===== src/hw/rtl/gfpc_pkg.sv =====
package gfpc_pkg;

   localparam int PALETTE_ENTRIES = 256;
   localparam int PAL_ADDR_BITS = $clog2(PALETTE_ENTRIES);
   localparam int INDEX_BITS = 8;
   localparam int COLOR_BITS = 24;
   localparam int COORD_BITS = 16;
   localparam int SCREEN_BITS = COORD_BITS + 1;
   localparam int CSR_ADDR_BITS = 5;
   localparam int CSR_DATA_BITS = 32;

   localparam logic OP_PALETTE = 1'b0;
   localparam logic OP_PIXEL = 1'b1;

   localparam logic [1:0] TMODE_NONE = 2'd0;
   localparam logic [1:0] TMODE_BACKGROUND = 2'd1;
   localparam logic [1:0] TMODE_SKIP = 2'd2;
   localparam logic [1:0] TMODE_SKIP_ALT = 2'd3;

   localparam logic [7:0] ALPHA_OPAQUE = 8'hFF;

   localparam logic [3:0] PASS_START [4] = '{4'd0, 4'd4, 4'd2, 4'd1};
   localparam logic [3:0] PASS_STEP [4] = '{4'd8, 4'd8, 4'd4, 4'd2};

   typedef enum logic [2:0] {
      REG_FRAME_LEFT = 3'd0,
      REG_FRAME_TOP = 3'd1,
      REG_FRAME_WIDTH = 3'd2,
      REG_FRAME_HEIGHT = 3'd3,
      REG_INTERLACED = 3'd4,
      REG_TRANSPARENCY_MODE = 3'd5,
      REG_TRANSPARENT_KEY = 3'd6,
      REG_BACKGROUND_INDEX = 3'd7
   } reg_index_type;

   typedef struct packed {
      logic [COORD_BITS-1:0] frame_left;
      logic [COORD_BITS-1:0] frame_top;
      logic [COORD_BITS-1:0] frame_width;
      logic [COORD_BITS-1:0] frame_height;
      logic interlaced;
      logic [1:0] transparency_mode;
      logic [INDEX_BITS-1:0] transparent_key;
      logic [INDEX_BITS-1:0] background_index;
   } cfg_type;

   typedef struct packed {
      logic [SCREEN_BITS-1:0] screen_column;
      logic [SCREEN_BITS-1:0] screen_row;
      logic frame_done;
   } pos_type;

endpackage


===== src/hw/rtl/gfpc_csr.sv =====
module gfpc_csr (
   input  logic clock,
   input  logic reset,
   input  logic psel,
   input  logic penable,
   input  logic pwrite,
   input  logic [gfpc_pkg::CSR_ADDR_BITS-1:0] paddr,
   input  logic [gfpc_pkg::CSR_DATA_BITS-1:0] pwdata,
   output logic [gfpc_pkg::CSR_DATA_BITS-1:0] prdata,
   output logic pready,
   output gfpc_pkg::cfg_type cfg
);

   gfpc_pkg::cfg_type cfg_ff;
   gfpc_pkg::cfg_type cfg_in;
   gfpc_pkg::reg_index_type reg_index;
   logic write_hit;

   assign pready = 1'b1;
   assign reg_index = gfpc_pkg::reg_index_type'(paddr[4:2]);
   assign write_hit = psel && penable && pwrite;

   always_comb begin
      cfg_in = cfg_ff;
      if (write_hit) begin
         unique case (reg_index)
            gfpc_pkg::REG_FRAME_LEFT: cfg_in.frame_left = pwdata[15:0];
            gfpc_pkg::REG_FRAME_TOP: cfg_in.frame_top = pwdata[15:0];
            gfpc_pkg::REG_FRAME_WIDTH: cfg_in.frame_width = pwdata[15:0];
            gfpc_pkg::REG_FRAME_HEIGHT: cfg_in.frame_height = pwdata[15:0];
            gfpc_pkg::REG_INTERLACED: cfg_in.interlaced = pwdata[0];
            gfpc_pkg::REG_TRANSPARENCY_MODE: cfg_in.transparency_mode = pwdata[1:0];
            gfpc_pkg::REG_TRANSPARENT_KEY: cfg_in.transparent_key = pwdata[7:0];
            gfpc_pkg::REG_BACKGROUND_INDEX: cfg_in.background_index = pwdata[7:0];
            default: cfg_in = cfg_ff;
         endcase
      end
   end

   always_comb begin
      unique case (reg_index)
         gfpc_pkg::REG_FRAME_LEFT: prdata = {16'd0, cfg_ff.frame_left};
         gfpc_pkg::REG_FRAME_TOP: prdata = {16'd0, cfg_ff.frame_top};
         gfpc_pkg::REG_FRAME_WIDTH: prdata = {16'd0, cfg_ff.frame_width};
         gfpc_pkg::REG_FRAME_HEIGHT: prdata = {16'd0, cfg_ff.frame_height};
         gfpc_pkg::REG_INTERLACED: prdata = {31'd0, cfg_ff.interlaced};
         gfpc_pkg::REG_TRANSPARENCY_MODE: prdata = {30'd0, cfg_ff.transparency_mode};
         gfpc_pkg::REG_TRANSPARENT_KEY: prdata = {24'd0, cfg_ff.transparent_key};
         gfpc_pkg::REG_BACKGROUND_INDEX: prdata = {24'd0, cfg_ff.background_index};
         default: prdata = '0;
      endcase
   end

   always_ff @(posedge clock) begin
      if (reset) begin
         cfg_ff.frame_left <= '0;
         cfg_ff.frame_top <= '0;
         cfg_ff.frame_width <= 16'd1;
         cfg_ff.frame_height <= 16'd1;
         cfg_ff.interlaced <= 1'b0;
         cfg_ff.transparency_mode <= gfpc_pkg::TMODE_NONE;
         cfg_ff.transparent_key <= '0;
         cfg_ff.background_index <= '0;
      end else begin
         cfg_ff <= cfg_in;
      end
   end

   assign cfg = cfg_ff;

endmodule


===== config.mk =====
export PLATFORM = sky130hd
export DESIGN_NAME = gfpc_csr
export DESIGN_NICKNAME = d
export VERILOG_FILES = /design/src/hw/rtl/gfpc_pkg.sv /design/src/hw/rtl/gfpc_csr.sv
export SDC_FILE = /design/constraint.sdc
export NUM_CORES = 1
export LEC_CHECK = 0
export BUFFER_PORTS_ARGS = -buffer_cell sky130_fd_sc_hd__buf_4
export CORE_MARGIN = 1
export CORE_UTILIZATION = 30
export CTS_CLUSTER_SIZE = 20
export DETAILED_ROUTE_END_ITERATION = 10
export SETUP_SLACK_MARGIN = 0.02
export SKIP_CTS_REPAIR_TIMING = 1
export SLEW_MARGIN = 20
export SYNTH_ARGS = -nofsm -noshare
export SYNTH_HDL_FRONTEND = slang
export SYNTH_SLANG_ARGS = --single-unit

===== constraint.sdc =====
create_clock -name clock -period 2.7 [get_ports clock]
set_input_delay 0.135 -clock clock [delete_from_list [all_inputs] [get_ports clock]]
set_output_delay 0.135 -clock clock [all_outputs]
set_load 0.05 [all_outputs]

# [Yosys cells after proc, flatten, opt, wreduce, memory -nomap -nowiden]
# Cells that the tools add are included.
# Widths: inputs -> output; s select.
[op_classes] eq_ne=7 n_mux=1 reduce_logical=11
[ops] operator="$pmux 32 s8" count=1
[ops] operator="$reduce_and 2->1" count=8
[ops] operator="$eq 3x3->1 const B" count=4
[ops] operator="$eq 3x2->1 const B" count=2
[ops] operator="$eq 3x1->1 const B" count=1
[ops] operator="$logic_not 3->1" count=1
[ops] operator="$logic_and 1x1->1" count=2
[totals] reg_bits=83 word_cells=27

# [Depth between registers and ports, before layout]
# Gate-level depths: netlist of run 1.
[depth] depth_word=3 ltp_mapped=6

# [Worst setup path after synthesis of run 1]
# OpenSTA, ideal clock, no wires.
[synth_timing] path_kind="reg2out" start="reg cfg_ff, in the netlist cfg[42]" end="out prdata[7] in the netlist's numbering" slack_ps=835 path_stages_with_launch=5 arrival_ps=1730 required_time_ps=2565 cell_sequence="dfxtp_1 -> inv_1 -> a221oi_1 -> a311oi_1 -> nor2_1"
[synth_via] elab_chain_cells=1
[synth_rtl] item="from (decl)" line="gfpc_csr.sv:14" text="gfpc_pkg::cfg_type cfg_ff;"
[synth_rtl] item="from (signal assigned)" line="gfpc_csr.sv:65" text="cfg_ff <= cfg_in;"
[synth_rtl] item="$pmux 32 s8" line="gfpc_csr.sv:41" text="unique case (reg_index)"
[synth_rtl] item="to (decl)" line="gfpc_csr.sv:9" text="output logic [gfpc_pkg::CSR_DATA_BITS-1:0] prdata,"
# No other way between the ends. The select of a mux whose other input is x is not followed.

# [Worst setup path in the final report of run 1]
[layout_timing] start="in paddr[3] in the netlist's numbering" end="out prdata[1] in the netlist's numbering"
[layout_via] elab_chain_cells=2 word_cells_on_any_way=9
[layout_rtl] item="from (decl)" line="gfpc_csr.sv:7" text="input logic [gfpc_pkg::CSR_ADDR_BITS-1:0] paddr,"
[layout_rtl] item="$eq 3x3->1, or another cell as far along" line="gfpc_csr.sv:41"
[layout_rtl] item="$pmux 32 s8 (*)" line="gfpc_csr.sv:41"
# Every way passes the cells marked *; elsewhere a longest branch is shown, timed or not. The select of a mux whose other input is x is not followed.

==> results by group, run 1 <==
Outcome
  • Status: finished clean

Synth
  • Cell variety after synth: 34
  • Post-synth top area cell: dfxtp_1
  • Synth warnings: 0
  • Synth Register Bits: a little over 80
  • EDFF count, synth: 0
  • Post-synthesis cell count: ~460
  • Cell Area, Synth: around 3800 um2
  • Primary FF master, synth: dfxtp_1
  • Top cell type's share of synthesized area: 43.4%
  • Post-synth top cells: nand2_1 (138), dfxtp_1 (83), a21oi_1 (79)
  • Area contributors post-synth: dfxtp_1 (43%), nand2_1 (14%), a21oi_1 (10%)
  • Asr flop ratio synth: 0%
  • Most frequent cell after synthesis: nand2_1
  • Syn_area_per_cell: 8.38 um2
  • Seq/Total Area, Yosys: a little over two fifths

Power and ir drop
  • LEAKAGE: 1.98 nW
  • Sequential share of power: a little under half
  • Max VDD drop: ~0.32 mV
  • Clk pwr share: roughly 45%
  • Switching share of power: around 25%
  • Power Density: 545 nW/um2
  • Overall power: 2.75 mW
  • Combinational Power Share: between 10% and 20%
  • Net Switching: 0.687 mW
  • Pint: 2.07 mW

GRT
  • Total GRT Usage: between 15 and 20%
  • Vias in the first global route: 3178
  • First-pass GRT wire length: 18100 um
  • Largest net degree at the start of global routing: 85
  • Initial antenna violation count: 0
  • GR Overflow Total: 0

Floorplanning
  • Die footprint: 13200 um2
  • I/O pin total: 158
  • Die extent in x: 115 um
  • Vert. Die Dim: around 120 um
  • Core Footprint: between 10000 and 15000 um2
  • Initial Util: a little under a third
  • Num rows: 40

Routing
  • DR iter-0 viols: 173
  • Drc violations: 0
  • Via count: 3496
  • Post-DR wirelength/cell: between 15 and 20 um
  • DR vias/cell: approximately 4.8
  • Final wirelength: around 12000 um
  • Final ANT Viol Nets: 0
  • Drt first pass iters: 4

Finish
  • Filler cells: roughly 1200
  • # diodes: 0
  • Reg area: approximately 1700 um2
  • Nets@finish: ~600
  • Core Util, Final: 41.4%
  • Multi-input gate area: about 1900 um2
  • Ratio of cells with drive above 1 in the final layout: just under 30%
  • Max reg flops: 83
  • Area growth, synth to finish: 31.8%

Timing
  • Period utilization: roughly 67%
  • Pins over their slew limit: 0
  • Worst clock skew: 0 ns
  • Worst slew pin tran: ~0.88 ns
  • Fin crit period: between 1.5 and 2 ns
  • RSZ-0062 raised after global routing: false
  • Final TNS setup: 0 ns
  • Slew headroom: between 40% and 50%
  • Final Hold Vio Count: 0
  • Fmax: around 0.55 GHz
  • Final worst slack: between 0.8 and 0.9 ns
  • Final number of setup-violating endpoints: 0
  • Worst hold margin: 0.0695 ns

Job
  • Max-cap violations: 0

Worst hold path
  • Hold crit path type: input pin to flip-flop
  • Hold_sp: pwdata[9]
  • Worst Hold Path Cells: 3
  • Hold Path Sink: cfg[76]$_SDFFE_PP0P_

Clocking
  • Clock-pin slew on the worst setup and hold paths: about 0.060 ns
  • Worst-Skew Late Latency: ~0.33 ns
  • Root Driver: clkbuf_16
  • H-tree depth: 3
  • Maximum root-to-sink buffer count: 2
  • CTS tree: yes
  • CTS Buf Count: 9
  • Clock sinks: 83

Setup path
  • Most used cell along the critical path: buf_4
  • Worst path required time: ~2.6 ns
  • Crit path buffers/inverters: 3
  • Slowest-stage cell, CP: a221o_1
  • Worst r2r src: cfg[2]$_SDFFE_PP0P_
  • R2R setup slack: 1.97 ns
  • Worst Path Arrival: between 1.5 and 2 ns
  • Critical path, cell by cell: buf_4 -> buf_4 -> mux2i_1 -> o21ai_0 -> a221o_1 -> buf_4
  • Kind of critical path: input pin to output port
  • Critical Path Start Type: input pin
  • R2R depth: 2
  • Delay-heaviest family, CP: buffers and inverters
  • Critical path's largest stage delay: 0.37 ns
  • Critical R2R Capture: cfg[2]$_SDFFE_PP0P_
  • Critical Path Sink Type: output port
  • CP startpoint: paddr[3]
  • Crit Path Max Fanout: 21

Placement
  • GP Congestion: 0.768
  • Setup WS pre-CTS: between 0.8 and 0.9 ns
  • Hpwl dp: just under 8000 um
  • Port bufs: around 120
[final cells by class]
class / count / area share [%]
Multi-Input combinational cell: 337 / 37.8
Inverter: 3 / 0.223
Clock buffer: 13 / 5.15
Sequential cell: 83 / 32.9
Timing Repair Buffer: 128 / 19.0
Clock inverter: 2 / 0.694
Tap cell: 168 / 4.16
[placed cells by master, fill, tap and decap left out, drive strengths merged]
cell type / instances
a21oi: 79
a221o: 1
a221oi: 1
a22o: 3
a311oi: 1
a31oi: 2
buf: 128
bufinv: 1
clkbuf: 13
clkinv: 1
conb: 17
dfxtp: 83
inv: 3
mux2: 4
mux2i: 13
mux4: 13
nand2: 138
nand2b: 3
nand3: 1
nand3b: 1
nand4: 1
nand4b: 1
nor2: 20
nor2b: 11
nor3: 7
nor4: 1
o21ai: 13
o21bai: 2
or2: 2
or3: 2
[kinds of logic after synthesis]
group | after synthesis | share of synthesized area [%]
buf+inv | 52 | 8.26
other cells | 2 | 0.196
mux | 30 | 12.2
compound gates | 102 | 14.1
simple gates | 188 | 21.8
flops | 83 | 43.4
[routing by layer]
metal  track usage (%)  routed length [um]
met1              25.6                5610
met2              29.4                5760
met3              3.74                 700
met4              4.85                  91
met5                 0                   0
[through the flow]
step | cell area [um2] | instances
6_report | 5050 | 734
5_1_grt | 5050 | 734
3_5_place_dp | 4760 | 719
3_3_place_gp | 4760 | 719
4_1_cts | 5050 | 734
2_1_floorplan | 3890 | 472
[worst register-to-register path: cells and delay by family, from the launching register on]
kind | cells | cell delay [ns]
AOI/OAI and AO/OA | 2 | 0.28
DFF | 1 | 0.37
[how the worst max path moves through the flow]
stage	slack, ns	end	cells after the start
floorplan	0.84	prdata[7]	4
global placement	0.88	cfg[40]$_SDFFE_PP0P_	6
detailed placement	0.85	cfg[43]$_SDFFE_PP0P_	6
CTS	0.88	prdata[1]	6
global route	0.81	prdata[1]	6
finish	0.89	prdata[1]	6
[power by group through the flow]
stage,sequential [mW],combinational (mW),clock (mW)
4_1_cts,1.24,0.279,1.26
2_1_floorplan,1.30,0.179,0
3_5_place_dp,1.27,0.279,0
5_1_grt,1.24,0.295,1.32
3_3_place_gp,1.27,0.277,0
6_report,1.24,0.278,1.23
Power figures use the tool's default switching activity.
==> run 2, diff against run 1 <==
Clock period 2.7 ns to 1.8 ns, I/O delays scaled along.
==> results by group, run 2 (synthesis gave the netlist of run 1 again) <==
Timing
  • Worst clock skew: 0 ns
  • Period utilization: a little over nine tenths
  • Final number of setup-violating endpoints: 0
  • Final TNS setup: 0 ns
  • Worst slew pin tran: between 0.7 and 0.8 ns
  • Fmax: roughly 0.6 GHz
  • RSZ-0062 raised after global routing: false
  • Slew headroom: about half
  • Fin crit period: 1.69 ns
  • Final Hold Vio Count: 0
  • Pins over their slew limit: 0

Setup path
  • Kind of critical path: flip-flop to output port
  • Critical Path Start Type: flip-flop
  • Worst r2r src: cfg[4]$_SDFFE_PP0P_
  • Critical Path Sink Type: output port
  • R2R setup slack: ~1.1 ns
  • Worst Path Arrival: 1.60 ns
  • Worst path required time: roughly 1.7 ns
  • Crit Path Max Fanout: 3
  • CP startpoint: cfg[16]$_SDFFE_PP0P_

Routing
  • Drc violations: 0
  • DR iter-0 viols: 206
  • Drt first pass iters: 5
  • Final ANT Viol Nets: 0
  • Via count: around 3600
  • Post-DR wirelength/cell: 16.1 um
  • DR vias/cell: ~4.8
  • Final wirelength: roughly 12000 um

Finish
  • Area growth, synth to finish: 36.3%
  • Commonest non-fill, non-tap cell in the layout: buf_4
  • Nets@finish: slightly above 600
  • Layout Cells excl Fill: between 700 and 800
  • # diodes: 0
  • Filler cells: 1240
  • Max reg flops: 83
  • Ratio of cells with drive above 1 in the final layout: approximately 32%
  • Most frequent cells in the layout: buf_4 (140), nand2_1 (138), dfxtp_1 (83), a21oi_1 (77), conb_1 (17)

Power and ir drop
  • Sequential share of power: between 40 and 50%
  • LEAKAGE: 2.07 nW
  • Combinational Power Share: approximately a tenth
  • Clk pwr share: approximately 46%
  • Net Switching: around 1.1 mW
  • Power Density: between 800 and 900 nW/um2
  • Pint: roughly 3.2 mW
  • Max VDD drop: between 0.3 and 0.4 mV
  • Switching share of power: 24.9%

Floorplanning
  • Core Footprint: between 10000 and 15000 um2
  • Num rows: 40
  • Die footprint: about 13000 um2
  • Die extent in x: approximately 120 um
  • I/O pin total: between 150 and 200
  • Vert. Die Dim: 115 um
  • Initial Util: a little under a third

Clocking
  • Maximum root-to-sink buffer count: 2
  • CTS Buf Count: 9
  • Clock sinks: 83
  • H-tree depth: 3
  • Root Driver: clkbuf_16
  • Worst-Skew Late Latency: between 0.3 and 0.4 ns
  • Clock-pin slew on the worst setup and hold paths: approximately 0.06 ns
  • CTS tree: yes

Worst hold path
  • Hold crit path type: input pin to flip-flop
  • Hold_sp: pwdata[13]

Placement
  • Placed cells: roughly 730
  • GP Congestion: approximately 0.76
  • Port bufs: approximately 120
  • Hpwl dp: 8600 um

GRT
  • GR Overflow Total: 0
  • Initial antenna violation count: 0
  • Total GRT Usage: ~18%
  • Largest net degree at the start of global routing: 47
  • Vias in the first global route: around 3300
  • First-pass GRT wire length: ~18000 um

Job
  • Max-cap violations: 0

Outcome
  • Status: finished clean
-- run 2: routing by layer --
layer | global-route usage [%] | vias up | share of wire, %
met4 | 7.27 | 0 | 1.8
li1 | - | 1741 | -
met3 | 2.79 | 20 | 5.9
met5 | 0 | - | 0
met1 | 24.1 | 1711 | 43
met2 | 30.4 | 140 | 49
-- run 2: power by group through the flow --
| stage | combinational (mW) | clock [mW] | sequential (mW) |
|---|---|---|---|
| detailed placement | 0.438 | 0 | 1.90 |
| finish | 0.436 | 1.94 | 1.86 |
| floorplan | 0.270 | 0 | 1.95 |
| CTS | 0.439 | 1.98 | 1.86 |
| global placement | 0.437 | 0 | 1.90 |
| global route | 0.464 | 2.06 | 1.86 |
-- run 2: worst max-delay path: stages (launching register included) --
cell and delay (ns):
dfxtp_1 0.35, mux4_2 0.46, mux2_2 0.28, buf_4 0.19
-- run 2: stage by stage --
stage / area [um2] / total power, mW / utilization (%) / worst slack (ns) / hold slack [ns]
final: 5220 / 4.24 / 42.8 / 0.106 / 0.0265
after global routing: 5220 / 4.39 / 42.8 / 0.0802 / 0.0248
after CTS: 5220 / 4.28 / 42.8 / 0.104 / 0.0127
after detailed placement: 4920 / 2.34 / 40.3 / 0.261 / 0.369
after global placement: 4920 / 2.34 / 40.3 / 0.273 / 0.364
after floorplan: 3900 / 2.22 / - / 0.0428 / 0.226
-- run 2: final cells by class --
cell class	count	area (um2)	area share (%)
clock buffer	10	229	4.38
tap	168	210	4.02
timing repair buffer	143	1110	21.3
multi-input combinational	337	1920	36.8
clock inverter	5	78.8	1.51
inverter	3	11.3	0.216
sequential	83	1660	31.8
-- run 2: final timing paths --
kind | to | depth (start not counted)
max | prdata[0] | 3
min | cfg[64]$_SDFFE_PP0P_ | 3
max reg2reg | cfg[4]$_SDFFE_PP0P_ | 2
min reg2reg | cfg[74]$_SDFFE_PP0P_ | 2
==> run 3, diff against run 2 <==
Settings changed: BUFFER_PORTS_ARGS -buffer_cell sky130_fd_sc_hd__buf_4 to default, DONT_BUFFER_PORTS from default to 1.
==> results by group, run 3 (synthesis gave the netlist of run 1 again) <==
Outcome
  • Status: finished clean

Finish
  • Filler cells: between 1000 and 1500
  • Multi-input gate area: just under 2000 um2
  • Reg area: 1660 um2
  • Max reg flops: 83
  • Most frequent cells in the layout: nand2_1 (138), buf_4 (105), dfxtp_1 (83), a21oi_1 (77), dlygate4sd3_1 (25)
  • Core Util, Final: 42.6%
  • Area growth, synth to finish: 35.7%
  • Commonest non-fill, non-tap cell in the layout: nand2_1
  • # diodes: 0
  • Ratio of cells with drive above 1 in the final layout: a little over a quarter
  • Nets@finish: 609

Setup path
  • Worst r2r src: cfg[46]$_SDFFE_PP0P_
  • Critical Path Start Type: flip-flop
  • Worst Path Arrival: around 1.6 ns
  • Critical Path Sink Type: output port
  • Crit Path Max Fanout: 2
  • Kind of critical path: flip-flop to output port
  • Worst path required time: approximately 1.7 ns
  • CP startpoint: cfg[5]$_SDFFE_PP0P_

Power and ir drop
  • LEAKAGE: roughly 2 nW
  • Max VDD drop: 0.421 mV
  • Power Density: approximately 800 nW/um2

Routing
  • Final ANT Viol Nets: 0
  • DR vias/cell: approximately 4.9
  • Drt first pass iters: 4
  • Final wirelength: around 13000 um
  • Drc violations: 0
  • DR iter-0 viols: around 230
  • Via count: roughly 3600
  • Post-DR wirelength/cell: 18.2 um

Placement
  • GP Congestion: approximately 0.74
  • Port bufs: 0
  • Hpwl dp: just under 9000 um

Clocking
  • Worst-Skew Late Latency: roughly 0.34 ns
  • H-tree depth: 3
  • Maximum root-to-sink buffer count: 2
  • Clock-pin slew on the worst setup and hold paths: approximately 0.06 ns
  • Clock sinks: 83
  • Root Driver: clkbuf_16
  • CTS tree: yes
  • CTS Buf Count: 9

Timing
  • Period utilization: about 90%
  • Final number of setup-violating endpoints: 0
  • Fin crit period: ~1.6 ns
  • Final Hold Vio Count: 0
  • Final TNS setup: 0 ns
  • Pins over their slew limit: 0
  • Fmax: 0.607 GHz
  • Worst clock skew: 0 ns
  • Slew headroom: ~46%
  • Worst slew pin tran: between 0.8 and 0.9 ns
  • RSZ-0062 raised after global routing: false

GRT
  • First-pass GRT wire length: between 15000 and 20000 um
  • Largest net degree at the start of global routing: between 80 and 90
  • Vias in the first global route: 3488
  • Total GRT Usage: just over 20%
  • GR Overflow Total: 0
  • Initial antenna violation count: 0

Floorplanning
  • Die footprint: 13200 um2
  • Vert. Die Dim: around 120 um
  • I/O pin total: about 160
  • Die extent in x: around 120 um
  • Initial Util: 31.4%
  • Core Footprint: 12200 um2
  • Num rows: 40

Worst hold path
  • Hold_sp: paddr[4]
  • Hold crit path type: input pin to flip-flop

Job
  • Max-cap violations: 0
run 3: changes by cell type in the layout (fill, tap and decap cells not counted), sizes merged:
cell         delta
bufinv          -1
buf            -35
dlygate4sd3    +25
clkinv          -2
clkbuf          +4
run 3: layout make-up:
class / count / area share, %
Clock buffer: 14 / 4.88
Clock inverter: 2 / 0.674
Inverter: 3 / 0.217
Multi-Input combinational cell: 337 / 37.0
Sequential cell: 83 / 32.0
Tap cell: 168 / 4.04
Timing Repair Buffer: 133 / 21.3
run 3: worst max-delay path: stages (launching register included):
cell and delay, ns:
dfxtp_1 0.31, mux4_2 0.47, a22o_1 0.24, buf_4 0.19
run 3: per-layer routing:
metal  up-vias  GRT usage (%)  share of wire, %  wire length [um]
met5         -              0                 0                 0
met4         0           8.74               2.8               374
met3        24           6.80               8.1              1090
met2       123           34.0                48              6460
met1      1772           23.9                41              5570
li1       1727              -                 -                 -
run 3: through the flow:
step           power [mW]  hold WS [ns]  instances  area [um2]  setup WS [ns]
2_1_floorplan        2.22         0.226        472        3900         0.0428
3_3_place_gp         2.18         0.164        698        4630          0.460
3_5_place_dp         2.18         0.165        698        4630          0.454
4_1_cts              4.01        -0.196        714        4920          0.132
5_1_grt              4.20        0.0712        740        5200         0.0783
6_report             4.08        0.0392        740        5200          0.152
run 3: path summary, 6_finish.rpt:
kind	end	slack [ns]	cells after the start
max reg2reg	cfg[46]$_SDFFE_PP0P_	0.41	4
max	prdata[5]	0.15	3
min reg2reg	cfg[48]$_SDFFE_PP0P_	0.66	3
min	cfg[35]$_SDFFE_PP1P_	0.04	3
run 3: power breakdown:
| part | internal, mW | leakage (nW) | total, mW | switching [mW] |
|---|---|---|---|---|
| combinational | 0.112 | 1.21 | 0.378 | 0.267 |
| clock | 1.11 | 0.141 | 1.84 | 0.727 |
| sequential | 1.85 | 0.669 | 1.86 | 0.00740 |
