## src/hw/rtl/gfpc_pkg.sv

```systemverilog
package gfpc_pkg;

   localparam int PALETTE_ENTRIES = 256;
   localparam int PAL_ADDR_BITS = $clog2(PALETTE_ENTRIES);
   localparam int INDEX_BITS = 8;
   localparam int COLOR_BITS = 24;
   localparam int COORD_BITS = 16;
   localparam int SCREEN_BITS = COORD_BITS + 1;
   localparam int CSR_ADDR_BITS = 5;
   localparam int CSR_DATA_BITS = 32;

   localparam logic OP_PALETTE = 1'b0;
   localparam logic OP_PIXEL = 1'b1;

   localparam logic [1:0] TMODE_NONE = 2'd0;
   localparam logic [1:0] TMODE_BACKGROUND = 2'd1;
   localparam logic [1:0] TMODE_SKIP = 2'd2;
   localparam logic [1:0] TMODE_SKIP_ALT = 2'd3;

   localparam logic [7:0] ALPHA_OPAQUE = 8'hFF;

   localparam logic [3:0] PASS_START [4] = '{4'd0, 4'd4, 4'd2, 4'd1};
   localparam logic [3:0] PASS_STEP [4] = '{4'd8, 4'd8, 4'd4, 4'd2};

   typedef enum logic [2:0] {
      REG_FRAME_LEFT = 3'd0,
      REG_FRAME_TOP = 3'd1,
      REG_FRAME_WIDTH = 3'd2,
      REG_FRAME_HEIGHT = 3'd3,
      REG_INTERLACED = 3'd4,
      REG_TRANSPARENCY_MODE = 3'd5,
      REG_TRANSPARENT_KEY = 3'd6,
      REG_BACKGROUND_INDEX = 3'd7
   } reg_index_type;

   typedef struct packed {
      logic [COORD_BITS-1:0] frame_left;
      logic [COORD_BITS-1:0] frame_top;
      logic [COORD_BITS-1:0] frame_width;
      logic [COORD_BITS-1:0] frame_height;
      logic interlaced;
      logic [1:0] transparency_mode;
      logic [INDEX_BITS-1:0] transparent_key;
      logic [INDEX_BITS-1:0] background_index;
   } cfg_type;

   typedef struct packed {
      logic [SCREEN_BITS-1:0] screen_column;
      logic [SCREEN_BITS-1:0] screen_row;
      logic frame_done;
   } pos_type;

endpackage

```

## src/hw/rtl/gfpc_raster.sv

```systemverilog
module gfpc_raster (
   input  logic clock,
   input  logic reset,
   input  logic advance,
   input  gfpc_pkg::cfg_type cfg,
   output gfpc_pkg::pos_type pos
);

   logic [gfpc_pkg::COORD_BITS-1:0] column_ff, column_in;
   logic [gfpc_pkg::COORD_BITS-1:0] stored_row_ff, stored_row_in;
   logic [gfpc_pkg::COORD_BITS-1:0] mapped_row_ff, mapped_row_in;
   logic [1:0] pass_ff, pass_in;

   logic [gfpc_pkg::COORD_BITS:0] column_next;
   logic [gfpc_pkg::COORD_BITS:0] stored_next;
   logic [gfpc_pkg::COORD_BITS:0] stepped_row;
   logic row_end;
   logic frame_end;
   logic pass_found;
   logic [1:0] found_pass;
   logic [3:0] found_start;

   assign column_next = {1'b0, column_ff} + 17'd1;
   assign stored_next = {1'b0, stored_row_ff} + 17'd1;
   assign stepped_row = {1'b0, mapped_row_ff} + 17'(gfpc_pkg::PASS_STEP[pass_ff]);
   assign row_end = column_next >= {1'b0, cfg.frame_width};
   assign frame_end = row_end && (stored_next >= {1'b0, cfg.frame_height});

   always_comb begin
      pass_found = 1'b0;
      found_pass = 2'd0;
      found_start = 4'd0;
      for (int p = 1; p < 4; p++) begin
         if (!pass_found && (2'(p) > pass_ff)
             && ({12'd0, gfpc_pkg::PASS_START[p]} < cfg.frame_height)) begin
            pass_found = 1'b1;
            found_pass = 2'(p);
            found_start = gfpc_pkg::PASS_START[p];
         end
      end
   end

   always_comb begin
      column_in = column_ff;
      stored_row_in = stored_row_ff;
      mapped_row_in = mapped_row_ff;
      pass_in = pass_ff;
      if (advance) begin
         if (frame_end) begin
            column_in = '0;
            stored_row_in = '0;
            mapped_row_in = '0;
            pass_in = '0;
         end else if (row_end) begin
            column_in = '0;
            stored_row_in = stored_next[gfpc_pkg::COORD_BITS-1:0];
            if (!cfg.interlaced) begin
               mapped_row_in = mapped_row_ff + 16'd1;
            end else if (stepped_row < {1'b0, cfg.frame_height}) begin
               mapped_row_in = stepped_row[gfpc_pkg::COORD_BITS-1:0];
            end else if (pass_found) begin
               pass_in = found_pass;
               mapped_row_in = {12'd0, found_start};
            end else begin
               pass_in = '0;
               mapped_row_in = '0;
            end
         end else begin
            column_in = column_next[gfpc_pkg::COORD_BITS-1:0];
         end
      end
   end

   always_ff @(posedge clock) begin
      if (reset) begin
         column_ff <= '0;
         stored_row_ff <= '0;
         mapped_row_ff <= '0;
         pass_ff <= '0;
      end else begin
         column_ff <= column_in;
         stored_row_ff <= stored_row_in;
         mapped_row_ff <= mapped_row_in;
         pass_ff <= pass_in;
      end
   end

   assign pos.screen_column = {1'b0, cfg.frame_left} + {1'b0, column_ff};
   assign pos.screen_row = {1'b0, cfg.frame_top} + {1'b0, mapped_row_ff};
   assign pos.frame_done = frame_end;

endmodule

```

## config.mk

```make
export PLATFORM = sky130hd
export DESIGN_NAME = gfpc_raster
export DESIGN_NICKNAME = d
export VERILOG_FILES = /design/src/hw/rtl/gfpc_pkg.sv /design/src/hw/rtl/gfpc_raster.sv
export SDC_FILE = /design/constraint.sdc
export NUM_CORES = 1
export LEC_CHECK = 0
export ABC_AREA = 1
export BUFFER_PORTS_ARGS = -buffer_cell sky130_fd_sc_hd__buf_2
export CORE_AREA = 3 3 108 110
export DETAILED_ROUTE_END_ITERATION = 6
export DIE_AREA = 0 0 111 113
export PLACE_DENSITY = 0.81
export SYNTH_ARGS = -nofsm -noshare
export SYNTH_HDL_FRONTEND = slang
export SYNTH_SLANG_ARGS = --single-unit
```

## constraint.sdc

```tcl
create_clock -name clock -period 4.1 [get_ports clock]
set_input_delay 0 -clock clock [delete_from_list [all_inputs] [get_ports clock]]
set_output_delay 0 -clock clock [all_outputs]
set_load 0.02 [all_outputs]
```

=== Word level (Yosys, flattened, before mapping) ===
Cells that the tools add are included.
W data, S select, Z words.

* Reductions and logical operators: 12
* Multiplexer cells: 26
* Bitwise operators: 1
* Eq/ne operators: 1
* $lt $le $gt $ge: 10
* $add $sub $neg: 6

{| class="wikitable"
|+ Operators by type and width
! kind !! number
|-
| $mux W16 || 8
|-
| $add A16 B1 Y17 const B || 2
|-
| $add A16 B16 Y17 || 2
|-
| $ge A17 B16 Y1 || 2
|-
| $mux W4 || 5
|-
| $add A16 B4 Y17 || 1
|-
| $lt A17 B16 Y1 || 1
|-
| $add A16 B1 Y16 const B || 1
|-
| $lt A1 B16 Y1 const A || 1
|-
| $lt A2 B16 Y1 const A || 1
|-
| $lt A3 B16 Y1 const A || 1
|-
| $mux W2 || 7
|-
| $bmux W4 S2 || 1
|-
| $logic_and A1 B1 Y1 || 6
|-
| $gt A2 B2 Y1 const A || 2
|-
| $mux W1 || 4
|-
| $reduce_and A4 Y1 || 1
|-
| $reduce_bool A2 Y1 || 2
|-
| $ge A3 B3 Y1 const B || 1
|-
| $mux W3 || 1
|-
| $not A2 Y3 || 1
|-
| $gt A1 B2 Y1 const A || 1
|-
| $logic_not A1 Y1 || 2
|-
| $ne A2 B2 Y1 const B || 1
|-
| $reduce_and A2 Y1 || 1
|}

* Output and inout port bits: 35
* Flip-flop bits (word level): 50

=== Logic depth before layout (Yosys ltp) ===
Gate-level depths: netlist of the first run.

* Word-level depth: 16
* Mapped depth: 26
* Depth with buffers taken out: 26

=== Worst setup path after synthesis of the first run ===
Ideal clock, no wire load.

* Path type: reg2reg
* Start point: register pass_ff[0]
* End point: register mapped_row_ff[11] in the netlist's numbering
* Path slack: 870 ps
* Cell stages (with the launch flop): 19
* Arrival: 3111 ps
* Buffers on the path: 0
* Setup time: 119 ps
* Path through: dfxtp_1 -> nand2_1 -> inv_1 -> ha_1 -> inv_1 -> fa_1 -> o22ai_1 -> nand2_1 -> nor2_1 -> xor2_1 -> inv_1 -> ha_1 -> and3_1 -> nor3b_1 -> nand2_1 -> nand3_2 -> clkinv_1 -> a32oi_1 -> o21ai_2

* Longest elaborated chain between the ends: 10

{| class="wikitable"
|+ RTL lines
! what !! RTL line !! text
|-
| start: declaration || gfpc_raster.sv:12 || <nowiki>logic [1:0] pass_ff, pass_in;</nowiki>
|-
| start signal: assignment || gfpc_raster.sv:84 || <nowiki>pass_ff <= pass_in;</nowiki>
|-
| $not A2 Y3 (implied by the code) (*) || gfpc_raster.sv:25 || <nowiki>assign stepped_row = {1'b0, mapped_row_ff} + 17'(gfpc_pkg::PASS_STEP[pass_ff]);</nowiki>
|-
| $bmux W4 S2 (*) || gfpc_raster.sv:25 ||
|-
| $mux W4 (implied by the code) (*) (2 in a row) || gfpc_raster.sv:25 ||
|-
| $add A16 B4 Y17 (*) || gfpc_raster.sv:25 ||
|-
| $lt A17 B16 Y1 || gfpc_raster.sv:59 || <nowiki>end else if (stepped_row < {1'b0, cfg.frame_height}) begin</nowiki>
|-
| $mux W16 (*) || gfpc_raster.sv:59 ||
|-
| $mux W16 (*) || gfpc_raster.sv:57 || <nowiki>if (!cfg.interlaced) begin</nowiki>
|-
| $mux W16 (*) || gfpc_raster.sv:54 || <nowiki>end else if (row_end) begin</nowiki>
|-
| $mux W16 (*) || gfpc_raster.sv:49 || <nowiki>if (frame_end) begin</nowiki>
|-
| end signal: assignment || gfpc_raster.sv:83 || <nowiki>mapped_row_ff <= mapped_row_in;</nowiki>
|-
| end: declaration || gfpc_raster.sv:11 || <nowiki>logic [gfpc_pkg::COORD_BITS-1:0] mapped_row_ff, mapped_row_in;</nowiki>
|}

Every way passes the cells marked *; elsewhere a longest branch is shown, timed or not. The select of a mux whose other input is x is not followed.
A chain may end at the register's enable or synchronous reset.

=== Worst setup path after layout of the first run ===
* Start point: register pass_ff[0]
* End point: register mapped_row_ff[3] in the netlist's numbering

* Longest elaborated chain between the ends: 16
* Elaborated cells on any way between the ends: 25
* Those cells by class: add/sub (1); order compare (4); mux (12); bitwise (1); reduce/logical (7)

{| class="wikitable"
|+ RTL lines
! what !! RTL line
|-
| branches (longest 12 deep; another with $add A16 B4 Y17) || -
|-
| $mux W16 (*) || gfpc_raster.sv:59
|-
| $mux W16 (*) || gfpc_raster.sv:57
|-
| $mux W16 (*) || gfpc_raster.sv:54
|-
| $mux W16 (*) || gfpc_raster.sv:49
|}

Mark *: on every way between the ends. The select of a mux whose other input is x is not followed.

==> impl_metrics.toml, run 1 <==
[synthesis]
synth-seq-cells = 50
yosys_warnings = 0
syn_area_um2 = 6150
syn_area_per_cell_um2 = 6.52
yosysUniqueCellTypes = 50
synth.yosys.seq_area_share = 0.163
postSynthCellCount = 943
syn-num-nets = 1117

[die]
floorplan.initialDensity = 0.569
row_count = 38
pin_count = 121
die_area_um2 = 12500
die_x_um = 111
fp.coreArea_um2 = 10800
dieHeight_um = 113

[clock_network]
worstSkewPairLatency_ns = 0.31
cts_max_path_buffers = 2
postCtsHoldBufs = 0
cts.sinks = 50
cts_tree = "built"
cts_made_buffers = 5
cts_root_buf = "clkbuf_8"
htreeDepth = 2
cts.clk_slew.worst_paths_ns = 0.09

[timing]
slew_headroom = 0.599
fmax_mhz = 277
setup_viol = 0
drv_slew = 0
min_period_ns = 3.61
tns_ns = 0
hold_viol_final = 0
fin_crit_sh = 0.882
worstMarginPinSlew_ns = 0.602
rsz0062_at_grt = "no"
finClkSkew_ns = 0.00673

[placement]
gp_congestion = 0.923
dpl.hpwl_um = 11800
placed_cells = 1173
portBuffers = 102

[global_routing]
grt_max_degree = 28
grtUsageTotal = 0.229
antenna_found_initial = 0
grt_util_met3 = 0.0267
grt.met1_usage = 0.322
use_met2 = 0.390
gr-max-usage-layer = "met2"
grt_remaining_overflow = 0
grt_pass1_wl_um = 24800
grt_pass1_vias = 5583

[critical_path]
crit_slowest_cell = "fa_1"
path_max_fanout = 9
worstReg2RegEnd = "mapped_row_ff[3]"
endpoint = "mapped_row_ff[3]"
crit_chain = "nand2_1 -> inv_1 -> ha_1 -> inv_1 -> fa_1 -> o22ai_2 -> nand2_1 -> nor2_1 -> xor2_1 -> inv_1 -> ha_1 -> and3_1 -> nor3b_1 -> nand2_1 -> nand3_2 -> clkinvlp_4 -> nand2_1 -> a21oi_1 -> nand2_1 -> o21ai_0"
crit_start = "pass_ff[0]"
ff2ff_setup_slack_ns = 0.49
critPathRequiredTime_ns = 4.30
timing.rr.start = "pass_ff[0]"
start_kind = "flop"
crit_type = "reg -> reg"
path_common_cell = "nand2_1"
r2r_cells = 20
arrival_ns = 3.81
cp-end-kind = "flop"
slowest_delay_ns = 0.41

[power_and_ir_drop]
combPwrFrac = 0.249
leakagePower_nw = 3.67
power_density_nw_per_um2 = 151
switching_share = 0.324
intPower_w = 0.000698
ir_drop_mv = 0.120
power_switching_w = 0.000335
sequentialPowerShare = 0.477
power_frac_clock = 0.274

[detailed_routing]
dr.pass1.iters = 5
avgRoutedWirePerCell_um = 12.3
drt_iter0_drc = 371
drc = 0
vias_per_cell = 5.21
vias = 6147
drtAntennaViolNets = 0
wl_um = 14500

[layout]
n_antenna_cell = 0
drive_above_1_share = 0.150
layout_commonest_cell = "nand2_1"
num-nets-final = 1214
nFillCells = 1065
instances_no_fill = 1180
final_cell_mix = "nand2_1, inv_1, buf_2, a21oi_1, ha_1"
syn_to_final_growth_pct = 11.1

[min_path]
min_path_type = "in -> reg"
hold_depth = 2

[run_status]
outcome = "finished, final reports clean"

[flow_run]
cap_violations = 0
[registers in the layout, summed over array words and instances, names as in the netlist]
register,count
column_ff,16
mapped_row_ff,16
stored_row_ff,16
pass_ff,2
[power groups by stage]
stage | logic (W) | registers, W | clock network, W
final | 0.000257 | 0.000493 | 0.000283
after global routing | 0.000291 | 0.000494 | 0.000310
after CTS | 0.000257 | 0.000493 | 0.000291
after detailed placement | 0.000257 | 0.000504 | 0
after global placement | 0.000254 | 0.000504 | 0
after floorplan | 0.000173 | 0.000503 | 0
[synth_stat cells (all sizes together)]
library cell,instances,share of area
buf,7,0.012
a21oi,86,0.071
o211ai,2,0.0024
o22ai,4,0.0041
nand4,16,0.017
ha,85,0.17
clkinv,2,0.0012
o31ai,2,0.0024
clkbuf,5,0.0031
nor4,6,0.0061
o21bai,1,0.0012
nor3,14,0.013
nor3b,3,0.0045
nand2,246,0.16
a21boi,4,0.0049
inv,162,0.10
xor2,43,0.061
a32oi,2,0.0029
fa,3,0.0098
and3,2,0.0020
a22oi,1,0.0012
o21a,2,0.0024
xnor2,24,0.034
dfxtp,50,0.16
nand3b,3,0.0037
nor2,66,0.046
or2,1,0.0010
a211oi,1,0.0012
o2111ai,2,0.0029
nand3,46,0.045
o21ai,50,0.045
a21o,2,0.0024
[worst max-delay path, delay by kind of cell (launching register included)]
| kind | cells | cell delay (ns) |
|---|---|---|
| and+or+nand+nor | 9 | 1.27 |
| adders and majority gates | 3 | 0.86 |
| AOI/OAI and AO/OA | 3 | 0.31 |
| xor gates and xnor gates | 1 | 0.23 |
| buffers and inverters | 4 | 0.45 |
| DFF | 1 | 0.38 |
[kinds of logic after synthesis]
group	synth area share
and+or+nand+nor	0.299
adders and majority gates	0.183
AOI/OAI and AO/OA	0.144
xor gates and xnor gates	0.0955
DFF	0.163
buffers and inverters	0.116
[layout make-up]
cell class	count	area [µm²]	area share
Multi-Input combinational cell	717	4440	0.650
Sequential cell	50	1000	0.147
Inverter	164	624	0.0914
Timing Repair Buffer	102	510	0.0748
Tap cell	140	175	0.0257
Clock buffer	5	68.8	0.0101
Clock inverter	2	10.0	0.00147
[per-stage QoR]
stage | setup slack, ns | hold WS, ns | utilization | instance area, µm² | power [W]
floorplan | 0.870 | 0.0956 | - | 6150 | 0.000676
global placement | 0.486 | 0.339 | 0.624 | 6740 | 0.000758
detailed placement | 0.367 | 0.351 | 0.624 | 6740 | 0.000761
CTS | 0.330 | 0.0435 | 0.632 | 6820 | 0.00104
global route | 0.0588 | 0.0434 | 0.633 | 6830 | 0.00109
finish | 0.485 | 0.0496 | 0.633 | 6830 | 0.00103
[routing by layer]
metal / vias to the layer above / routed length (µm)
li1: 3257 / -
met1: 2705 / 6980
met2: 177 / 6530
met3: 8 / 951
met4: 0 / 89
met5: - / 0
[worst min-delay path by stage]
stage | slack [ns] | end | from
detailed placement | 0.35 | pos[1] | cfg[51]
finish | 0.05 | column_ff[15] | advance
global route | 0.04 | column_ff[15] | advance
CTS | 0.04 | column_ff[15] | advance
global placement | 0.34 | pos[1] | cfg[51]
floorplan | 0.1 | column_ff[15] | advance
[what timing repair did]
| action | 4_1_cts | 5_1_grt |
|---|---|---|
| resized for setup | 0 | 2 |
| endpoints found under the setup margin | 0 | 4 |
| buffers inserted | 0 | 0 |
(Power assumes the default switching activity.)
==> run 2: changes to the inputs <==
- CORE_AREA: 3 3 108 110 -> 3 3 104 106
- DIE_AREA: 0 0 111 113 -> 0 0 107 109
- PLACE_DENSITY: 0.81 -> 0.87
- clock period: 4.1 -> 4.2 ns (I/O delays scaled with it)
==> run 2 against run 1 <==
Flip-flop and latch count unchanged. Count of clock-buffer cells in the layout unchanged. Non-clock buffer count unchanged. Routed wire length fell by 0.79%. First-iteration DRC count rose by 15%. Clock skew up 0.0042 ns. Worst hold slack got worse by 0.0078 ns. Worst setup slack got worse by 0.10 ns. Maximum frequency down 5.3%. Cell count fell by 0.59%. Total power fell by 1.7%. Critical path type unchanged. Via count hardly changed.
==> impl_metrics.toml, run 2 (synthesis results as in run 1) <==
[detailed_routing]
vias_per_cell = 5.24
vias = 6151
wl_met3_um = 780
wl_met2_um = 6490
wl_um = 14400
avgRoutedWirePerCell_um = 12.3
drtAntennaViolNets = 0
drc = 0
top_layer = "met4"
dr.pass1.iters = 5
wl_met1_um = 6970
drt_iter0_drc = 426

[placement]
portBuffers = 102
dpl.hpwl_um = 11600
placed_cells = 1166
gp_congestion = 0.958

[layout]
fin_util = 0.691
layout_commonest_cell = "nand2_1"
reg_top3 = "column_ff: 16 flops, mapped_row_ff: 16 flops, stored_row_ff: 16 flops"
instances_no_fill = 1173
syn_to_final_growth_pct = 10.9
final_cell_mix = "nand2_1, inv_1, buf_2, a21oi_1, ha_1"
drive_above_1_share = 0.149
n_antenna_cell = 0
num-nets-final = 1214

[die]
die_x_um = 107
row_count = 36
die_area_um2 = 11700
fp.coreArea_um2 = 9860
dieHeight_um = 109
floorplan.initialDensity = 0.623
pin_count = 121

[clock_network]
cts.clk_slew.worst_paths_ns = 0.10
cts_root_buf = "clkbuf_8"
cts_made_buffers = 5
cts_max_path_buffers = 2
htreeDepth = 2
cts_tree = "built"
worstSkewPairLatency_ns = 0.31
cts.sinks = 50

[global_routing]
grt_max_degree = 28
antenna_found_initial = 0
grt_remaining_overflow = 0
grt_pass1_vias = 5693
grt_pass1_wl_um = 24700
grtUsageTotal = 0.253

[critical_path]
path_max_fanout = 9
cp-end-kind = "flop"
arrival_ns = 4.01
r2r_cells = 18
crit_chain = "nand2_1 -> inv_1 -> ha_1 -> inv_1 -> fa_1 -> o22ai_1 -> nand2_1 -> nor2_1 -> xor2_1 -> inv_1 -> ha_1 -> and3_1 -> nor3b_1 -> nand2_1 -> nand3_2 -> clkinvlp_4 -> a32oi_1 -> o21ai_2"
critPathRequiredTime_ns = 4.40
ff2ff_setup_slack_ns = 0.38
slowest_delay_ns = 0.41
crit_type = "reg -> reg"
crit_slowest_cell = "fa_1"
start_kind = "flop"

[timing]
worstMarginPinSlew_ns = 0.557
finClkSkew_ns = 0.0109
drv_slew = 0
hold_viol_final = 0
slew_headroom = 0.629
min_period_ns = 3.82
fin_crit_sh = 0.908
rsz0062_at_grt = "no"
setup_viol = 0
tns_ns = 0
fmax_mhz = 262

[power_and_ir_drop]
ir_drop_mv = 0.136
leakagePower_nw = 3.66
power_density_nw_per_um2 = 149
p_total_w = 0.00102

[flow_run]
cap_violations = 0

[run_status]
outcome = "finished, final reports clean"

[min_path]
hold_depth = 2
min_path_type = "in -> reg"
[run 2: cell count changes in the layout (fill, tap and decap cells not counted)]
| cell | delta |
|---|---|
| clkinvlp_4 | +2 |
| clkinv_2 | -2 |
| o22ai_1 | +1 |
| o22ai_2 | -1 |
[run 2: repair_timing]
item,in CTS,in global routing
resized for setup,0,1
setup buffers,0,0
endpoints found under the setup margin,0,1
hold buffers,0,0
[run 2: layout make-up]
cell class / count / area (µm²)
inverter: 164 / 624
timing repair buffer: 102 / 510
multi-input combinational: 717 / 4430
fill: 880 / 3050
tap: 133 / 166
clock inverter: 2 / 15.0
sequential: 50 / 1000
clock buffer: 5 / 68.8
[run 2: report_power, final]
part | internal [W] | leakage, nW | total, W | switching (W)
Sequential | 0.000477 | 0.403 | 0.000481 | 0.00000446
Combinational | 0.0000923 | 3.23 | 0.000251 | 0.000159
Clock | 0.000114 | 0.0362 | 0.000284 | 0.000169
[run 2: routing by layer]
metal | global-route usage | vias to the layer above
met4 | 0.0530 | 0
li1 | - | 3257
met1 | 0.347 | 2694
met2 | 0.435 | 180
met3 | 0.0243 | 20
met5 | 0 | -
[run 2: stage by stage]
stage,setup slack (ns),cell area (µm²),hold slack (ns)
after detailed placement,0.499,6730,0.342
after floorplan,0.970,6150,0.0956
after CTS,0.395,6810,0.0403
final,0.385,6820,0.0418
after global routing,0.0905,6820,0.0465
after global placement,0.571,6730,0.338
[run 2: path summary, 6_finish.rpt]
check,start,end
setup reg to reg,pass_ff[0],mapped_row_ff[11]
hold reg to reg,stored_row_ff[1],stored_row_ff[1]
hold / removal,advance,column_ff[15]
setup / recovery,pass_ff[0],mapped_row_ff[11]
[run 2: worst max-delay path, delay by kind of cell (launching register included)]
family                   cells  cell delay, ns
XOR/XNOR                     1            0.20
flip-flops                   1            0.39
buffers and inverters        4            0.47
adder cells (fa/ha/maj)      3            0.85
AO/OA/AOI/OAI                3            0.66
AND/OR/NAND/NOR              7            1.12
==> run 3: changes to the inputs <==
- BUFFER_PORTS_ARGS: -buffer_cell sky130_fd_sc_hd__buf_2 -> -buffer_cell sky130_fd_sc_hd__buf_4
- CORE_AREA: 3 3 104 106 -> 3 3 121 123
- DIE_AREA: 0 0 107 109 -> 0 0 124 126
- PLACE_DENSITY: 0.87 -> 0.67
==> run 3 against run 2 <==
Total power grew 16%. Sequential power is essentially flat. Worst setup slack gained 0.10 ns. Clock skew grew 0.0014 ns. Combinational power grew 13%. Register-to-register slack gained 0.10 ns. Largest cell class unchanged. Design area grew 5.7%. Die area grew 34%. Critical path type unchanged. Clock power grew 46%. Utilization shrank 17 points. Worst hold slack gained 0.043 ns. Critical endpoint unchanged.
==> impl_metrics.toml, run 3 (synthesis results as in run 1) <==
[detailed_routing]
drtAntennaViolNets = 0
vias = 6068
vias_per_cell = 4.97
wl_um = 15100
dr.pass1.iters = 5
drt_iter0_drc = 273
avgRoutedWirePerCell_um = 12.4
drc = 0

[clock_network]
postCtsSetupRepairBufs = 0
cts_made_buffers = 5
cts_max_path_buffers = 2
cts_tree = "built"
worstSkewPairLatency_ns = 0.30
cts_root_buf = "clkbuf_16"
cts.clk_slew.worst_paths_ns = 0.08
htreeDepth = 2
cts.sinks = 50

[critical_path]
cp.buffers_inverters = 4
crit_chain = "nand2_1 -> inv_1 -> ha_1 -> inv_1 -> fa_1 -> o22ai_1 -> nand2_1 -> nor2_1 -> xor2_1 -> inv_1 -> ha_1 -> and3_1 -> nor3b_1 -> nand2_1 -> nand3_2 -> clkinvlp_4 -> a32oi_1 -> o21ai_2"
critPathRequiredTime_ns = 4.38
arrival_ns = 3.89
crit_type = "reg -> reg"
crit_slowest_cell = "fa_1"
start_kind = "flop"
ff2ff_setup_slack_ns = 0.49
slowest_delay_ns = 0.40
cpLargestDelayFamily = "simple AND/OR/NAND/NOR gates"
cp-end-kind = "flop"
path_max_fanout = 9

[die]
die_area_um2 = 15600
pin_count = 121
die_x_um = 124
dieHeight_um = 126
floorplan.initialDensity = 0.446
fp.coreArea_um2 = 13800
row_count = 43

[layout]
nFillCells = 1478
final_cell_mix = "nand2_1, inv_1, buf_4, a21oi_1, ha_1"
design_area_um2 = 7200
syn_to_final_growth_pct = 17.2
reg_top3 = "column_ff: 16 flops, mapped_row_ff: 16 flops, stored_row_ff: 16 flops"
n_antenna_cell = 0
drive_above_1_share = 0.150
layout_commonest_cell = "nand2_1"
num-nets-final = 1215

[global_routing]
grt_remaining_overflow = 0
grt_pass1_vias = 5524
grtUsageTotal = 0.196
grt_pass1_wl_um = 25300
antenna_found_initial = 0
grt_max_degree = 28

[placement]
dpl.hpwl_um = 12500
place_area_um2 = 7040
gp_congestion = 0.910
portBuffers = 102

[timing]
finClkSkew_ns = 0.0123
slew_headroom = 0.600
hold_viol_final = 0
fin_crit_sh = 0.884
setup_viol = 0
min_period_ns = 3.71
worstMarginPinSlew_ns = 0.596
drv_slew = 0
fmax_mhz = 269
rsz0062_at_grt = "no"
whs_ns = 0.0852
tns_ns = 0

[run_status]
outcome = "finished, final reports clean"

[flow_run]
cap_violations = 0

[power_and_ir_drop]
power_density_nw_per_um2 = 164
leakagePower_nw = 3.79
ir_drop_mv = 0.150

[min_path]
min_path_type = "in -> reg"
## run 3: cell count changes in the layout (fill, tap and decap cells not counted)
| cell | before | now |
|---|---|---|
| buf_4 | 0 | 102 |
| buf_2 | 102 | 0 |
| clkbuf_16 | 0 | 5 |
| clkinv_2 | 0 | 1 |
| clkinvlp_4 | 3 | 2 |
| clkinv_4 | 0 | 1 |
| clkbuf_8 | 5 | 0 |
| dlygate4sd3_1 | 0 | 1 |
## run 3: cell type report
type                       instances  area, µm²  area share
clock buffer                       5        125      0.0174
tap                              180        225      0.0313
clock inverter                     3       21.3     0.00295
inverter                         164        624      0.0867
timing repair buffer             103        776       0.108
sequential                        50       1000       0.139
multi-input combinational        717       4430       0.615
## run 3: worst paths after layout
check                    from  cells after the start                 to
max                pass_ff[0]                     18  mapped_row_ff[11]
min                     reset                      2       column_ff[0]
max reg2reg        pass_ff[0]                     18  mapped_row_ff[11]
min reg2reg  stored_row_ff[1]                      2   stored_row_ff[1]
## run 3: per-layer routing
| metal | global-route usage | vias up | share of wire |
|---|---|---|---|
| met5 | 0 | - | 0 |
| met2 | 0.318 | 122 | 0.44 |
| met3 | 0.0229 | 14 | 0.045 |
| met1 | 0.280 | 2668 | 0.50 |
| met4 | 0.0432 | 0 | 0.014 |
| li1 | - | 3264 | - |
## run 3: where the power goes
part	switching [W]	leakage [nW]	total (W)	internal, W
sequential	0.00000441	0.403	0.000481	0.000477
combinational	0.000162	3.32	0.000284	0.000122
clock	0.000193	0.0698	0.000414	0.000221
## run 3: timing repair
item                                    CTS  global route
hold buffers                              1             0
endpoints found under the setup margin    0             1
resized for setup                         0             1
hold endpoints to repair                  1             0
## run 3: stage by stage
| step | power (W) | cells | worst slack [ns] | utilization |
|---|---|---|---|---|
| 2_1_floorplan | 0.000659 | 943 | 0.970 | - |
| 5_1_grt | 0.00124 | 1222 | 0.0779 | 0.523 |
| 4_1_cts | 0.00119 | 1222 | 0.428 | 0.523 |
| 6_report | 0.00118 | 1222 | 0.486 | 0.523 |
| 3_5_place_dp | 0.000777 | 1213 | 0.465 | 0.511 |
| 3_3_place_gp | 0.000775 | 1213 | 0.532 | 0.511 |
